### config.mk
export PLATFORM = sky130hd
export DESIGN_NAME = qsu_disc
export DESIGN_NICKNAME = d
export VERILOG_FILES = /design/src/rtl/core/qsu_pkg.sv /design/src/rtl/core/qsu_disc.sv
export SDC_FILE = /design/constraint.sdc
export NUM_CORES = 2
export LEC_CHECK = 0
export ABC_AREA = 0
export BUFFER_PORTS_ARGS = -buffer_cell sky130_fd_sc_hd__buf_4
export CORE_AREA = 2 2 210 212
export DETAILED_ROUTE_END_ITERATION = 8
export DIE_AREA = 0 0 212 214
export PLACE_DENSITY = 0.78
export SYNTH_ARGS = -nofsm -noshare
export SYNTH_HDL_FRONTEND = slang
export SYNTH_SLANG_ARGS = --single-unit
export TNS_END_PERCENT = 1
### constraint.sdc
create_clock -name clk -period 11.7 [get_ports clk]
set_input_delay 2.925 -clock clk [delete_from_list [all_inputs] [get_ports clk]]
set_output_delay 2.925 -clock clk [all_outputs]
set_load 0.02 [all_outputs]
### src/rtl/core/qsu_pkg.sv
// Shared widths, stage payload types and lane codes for the quadratic solver.
// Depends on nothing; every other file imports it.
package qsu_pkg;

  localparam int COEF_BITS = 16;
  localparam int FRAC_BITS = 16;

  localparam int DISC_W = 2 * COEF_BITS + 2;
  localparam int SQ_N   = DISC_W / 2 + FRAC_BITS;
  localparam int REM_W  = SQ_N + 2;
  localparam int NB_W   = COEF_BITS + FRAC_BITS + 1;
  localparam int DVD_W  = DISC_W + FRAC_BITS;
  localparam int DVS_W  = COEF_BITS + 2;
  localparam int ROOT_W = 40;
  localparam int VY_W   = 48;
  localparam int CNT_W  = 2;

  localparam int IN_W  = 48;
  localparam int OUT_W = 208;

  localparam int N_LANE  = 4;
  localparam int LANE_LO = 0;
  localparam int LANE_HI = 1;
  localparam int LANE_VX = 2;
  localparam int LANE_VY = 3;

  localparam logic [CNT_W-1:0] CNT_NONE = 2'd0;
  localparam logic [CNT_W-1:0] CNT_ONE  = 2'd1;
  localparam logic [CNT_W-1:0] CNT_TWO  = 2'd2;

  typedef struct packed {
    logic                        zero_lead;
    logic signed [DISC_W-1:0]    disc;
    logic signed [COEF_BITS-1:0] a;
    logic signed [NB_W-1:0]      nb;
  } disc_item_t;

  typedef struct packed {
    disc_item_t        base;
    logic [SQ_N-1:0]   s;
  } root_item_t;

  typedef struct packed {
    logic                     zero_lead;
    logic signed [DISC_W-1:0] disc;
  } div_side_t;

endpackage

### src/rtl/core/qsu_disc.sv
// Discriminant front end: registered products, then b*b - 4ac and -b scaled.
// Depends on qsu_pkg.
module qsu_disc import qsu_pkg::*; (
  input  logic                        clk,
  input  logic                        rst_n,
  input  logic                        adv,
  input  logic                        in_vld,
  input  logic signed [COEF_BITS-1:0] a,
  input  logic signed [COEF_BITS-1:0] b,
  input  logic signed [COEF_BITS-1:0] c,
  output logic                        out_vld,
  output disc_item_t                  out_item
);

  logic                          v1_r, v2_r;
  logic signed [2*COEF_BITS-1:0] bb_r, ac_r;
  logic signed [COEF_BITS-1:0]   a1_r, b1_r;
  disc_item_t                    it_r, it_nxt;
  logic signed [NB_W-1:0]        bw;

  always_comb begin
    bw = NB_W'(b1_r);
    it_nxt.zero_lead = (a1_r == '0);
    it_nxt.disc = DISC_W'(bb_r) - (DISC_W'(ac_r) <<< 2);
    it_nxt.a = a1_r;
    it_nxt.nb = -(bw <<< FRAC_BITS);
  end

  always_ff @(posedge clk) begin
    if (!rst_n) begin
      v1_r <= 1'b0;
      v2_r <= 1'b0;
    end else if (adv) begin
      v1_r <= in_vld;
      v2_r <= v1_r;
    end
    if (adv) begin
      bb_r <= b * b;
      ac_r <= a * c;
      a1_r <= a;
      b1_r <= b;
      it_r <= it_nxt;
    end
  end

  assign out_vld  = v2_r;
  assign out_item = it_r;

endmodule

==> impl_metrics.env <==
export IMPL_synth_cells=2534
export IMPL_clkTransAtPathRegs_ns=0.07
export IMPL_fmax_mhz=113
export IMPL_dr_pass1_iters=7
export IMPL_critical_path_max_fanout=20
export IMPL_final_setup_viol_count=0
export IMPL_cpLargestDelayFamily="adder cells"
export IMPL_multi_input_area_um2=18100
export IMPL_maxCapViolCount=0
export IMPL_cts_sinks=162
export IMPL_postCtsHoldBufs=0
export IMPL_path_class="input port to flop"
export IMPL_die_w_um=212
export IMPL_grt_max_degree=102
export IMPL_routedWlPerCell_um=16.4
export IMPL_synth_cell_types=66
export IMPL_ys_top_cells_by_count="inv_1 (666), fa_1 (498), nand2_1 (223), ha_1 (204)"
export IMPL_setup_tns_ns=0
export IMPL_yosysSeqAreaShare=0.189
export IMPL_avgSynthCellArea_um2=10.1
export IMPL_cp_cell_sequence="buf_4 > inv_1 > nor2_1 > fa_1 > inv_1 > fa_1 > fa_1 > fa_1 > fa_1 > fa_1 > inv_1 > ha_1 > nand2_1 > a2111oi_0 > nor2b_1 > a311o_1 > a21oi_1 > o21ai_0 > nor2b_1 > xnor2_1"
export IMPL_initial_core_util=0.599
export IMPL_diodes=0
export IMPL_yosysWarnings=0
export IMPL_period_minus_slack_ns=8.87
export IMPL_route_vias_total=17300
export IMPL_wl_mm=52.6
export IMPL_synth_main_ff_cell="edfxtp_1"
export IMPL_clk_latency_ns=0.45
export IMPL_antenna_found_initial=0
export IMPL_fp_dieH_um=214
export IMPL_netlist_top_cells_area="fa_1 (39%), edfxtp_1 (19%), ha_1 (9.9%)"
export IMPL_synth_area_um2=25700
export IMPL_crit_top_cell="fa_1"
export IMPL_synth_top_area_cell="fa_1"
export IMPL_cp_num_buf_inv=4
export IMPL_gp_congestion=0.908
export IMPL_cts_root_buffer="clkbuf_16"
export IMPL_fin_nets=3369
export IMPL_dr_first_iter_drc_count=1059
export IMPL_ys_ff_latch=162
export IMPL_async_flop_share=0
export IMPL_n_fill_cell=3415
export IMPL_finalHoldViolCount=0
export IMPL_area_sequential_um2=4840
export IMPL_gr_usage_all_layers=0.251
export IMPL_yosysTopAreaCellShare=0.388
export IMPL_core_um2=42900
export IMPL_syn2layout_area_growth_pct=7.47
export IMPL_ctsResizeCount=0
export IMPL_io_pins=137
export IMPL_drt_vias_per_instance=5.39
export IMPL_cp_data_required_time_ns=11.90
export IMPL_hp_class="flop to flop"
export IMPL_cts_htree_levels=4
export IMPL_outcome="finished clean"
export IMPL_drv_slew=0
export IMPL_tightest_slew_ns=1.02
export IMPL_synth_most_common_cell="inv_1"
export IMPL_arrival_ns=9.07
export IMPL_drive_above_1_share=0.0658
export IMPL_grt_setup_unrepaired="no"
export IMPL_cts_buffers=17
export IMPL_die_area_um2=45400
export IMPL_cp_slowest_stage_delay_ns=0.72
export IMPL_std_cell_rows=76
export IMPL_grt_overflow=0
export IMPL_dp_hpwl_mm=43.1
export IMPL_ant_nets=0
export IMPL_grt_first_pass_wirelength_mm=90.5
export IMPL_cts_setup_buffers=0
export IMPL_synth_edf_count=160
export IMPL_cts_max_path_buffers=2
export IMPL_critPathCaptureType="flop"
export IMPL_slowest_stage="fa_1"
export IMPL_fin_crit_sh=0.758
export IMPL_drcViolationCount=0
export IMPL_io_buffers=119
export IMPL_cp_start_kind="input port"
export IMPL_relSlewSlack=0.321
export IMPL_fin_skew_ns=0.0102
export IMPL_grt_pass1_vias=19300
export IMPL_cts_tree="done"
flip-flops by register name (all words and copies together), names as in the netlist:
| register | count |
|---|---|
| b1_r | 15 |
| out_item | 66 |
| bb_r | 31 |
| ac_r | 32 |
| v1_r | 1 |
| out_vld | 1 |
| a1_r | 16 |
cells by family after synthesis:
logic type | count (synthesis) | share of synthesized area
buffers and inverters | 741 | 0.111
adder cells (fa/ha/maj) | 702 | 0.487
AND/OR/NAND/NOR | 580 | 0.110
AO/OA/AOI/OAI | 223 | 0.0600
flip-flops | 162 | 0.189
XOR/XNOR | 121 | 0.0412
multiplexers | 4 | 0.00156
other | 1 | 0.000146
layout by cell type (no fill, tap or decap), types with 4 or more instances in the layout:
master / instances
inv_1: 666
fa_1: 498
nand2_1: 223
ha_1: 204
and2_1: 160
edfxtp_1: 160
buf_4: 119
xnor2_1: 92
nor2_1: 87
a21oi_1: 70
o21ai_0: 38
xor2_1: 29
a21o_1: 25
nand2b_1: 23
nor3_1: 17
conb_1: 17
clkbuf_16: 17
nand3_1: 15
nor2b_1: 15
o21a_1: 14
nor4_1: 11
and3_1: 10
a31o_2: 9
a31oi_1: 9
o21bai_1: 8
o211ai_1: 8
and4_1: 5
inv_6: 5
nand4_1: 4
a211oi_1: 4
mux2i_1: 4
a21boi_0: 4
worst reg2reg max path, cell delays in order, from the launching register on:
cell,delay (ns)
edfxtp_1,0.32
inv_1,0.07
ha_1,0.24
fa_1,0.41
nor2b_1,0.18
o2111ai_1,0.16
a41oi_1,0.28
o31a_1,0.26
a31oi_4,0.18
o211ai_1,0.34
a21o_1,0.17
a21oi_1,0.07
xnor2_1,0.27
stage by stage:
step / setup WS [ns] / utilization / hold slack, ns / std cells / area [um^2]
floorplan: 2.72 / - / 0.427 / 2550 / 25800
global placement: 2.56 / 0.631 / 0.432 / 3181 / 27000
detailed placement: 2.39 / 0.631 / 0.437 / 3181 / 27000
CTS: 2.87 / 0.644 / 0.454 / 3213 / 27600
global route: 2.49 / 0.644 / 0.463 / 3213 / 27600
finish: 2.83 / 0.644 / 0.452 / 3213 / 27600
path summary, 6_finish.rpt:
check                             start           end  slack [ns]  cells past startpoint
worst max-delay path              b[15]      bb_r[26]        2.83                     20
worst min-delay path            a1_r[0]  out_item[33]        0.45                      0
worst max register to register  bb_r[2]  out_item[77]        8.55                     12
worst min register to register  a1_r[0]  out_item[33]        0.45                      0
layer usage:
layer  share of wire  vias to the layer above  GRT usage
li1                -                     7829          -
met1            0.39                     8853      0.324
met2            0.52                      538      0.435
met3           0.053                      112     0.0321
met4           0.032                        0     0.0923
met5               0                        -          0
area by class of cell:
| type | instances | area share |
|---|---|---|
| clock buffers | 17 | 0.0154 |
| clock inverters | 15 | 0.00525 |
| inverters | 667 | 0.0906 |
| multi-input cells | 1647 | 0.654 |
| flip-flops and latches | 162 | 0.175 |
| well taps | 585 | 0.0265 |
| repair buffers | 120 | 0.0328 |
Power is left out: the tool's default activity adds up to more than one toggle a clock period on the data nets, which glitch-free logic cannot reach.
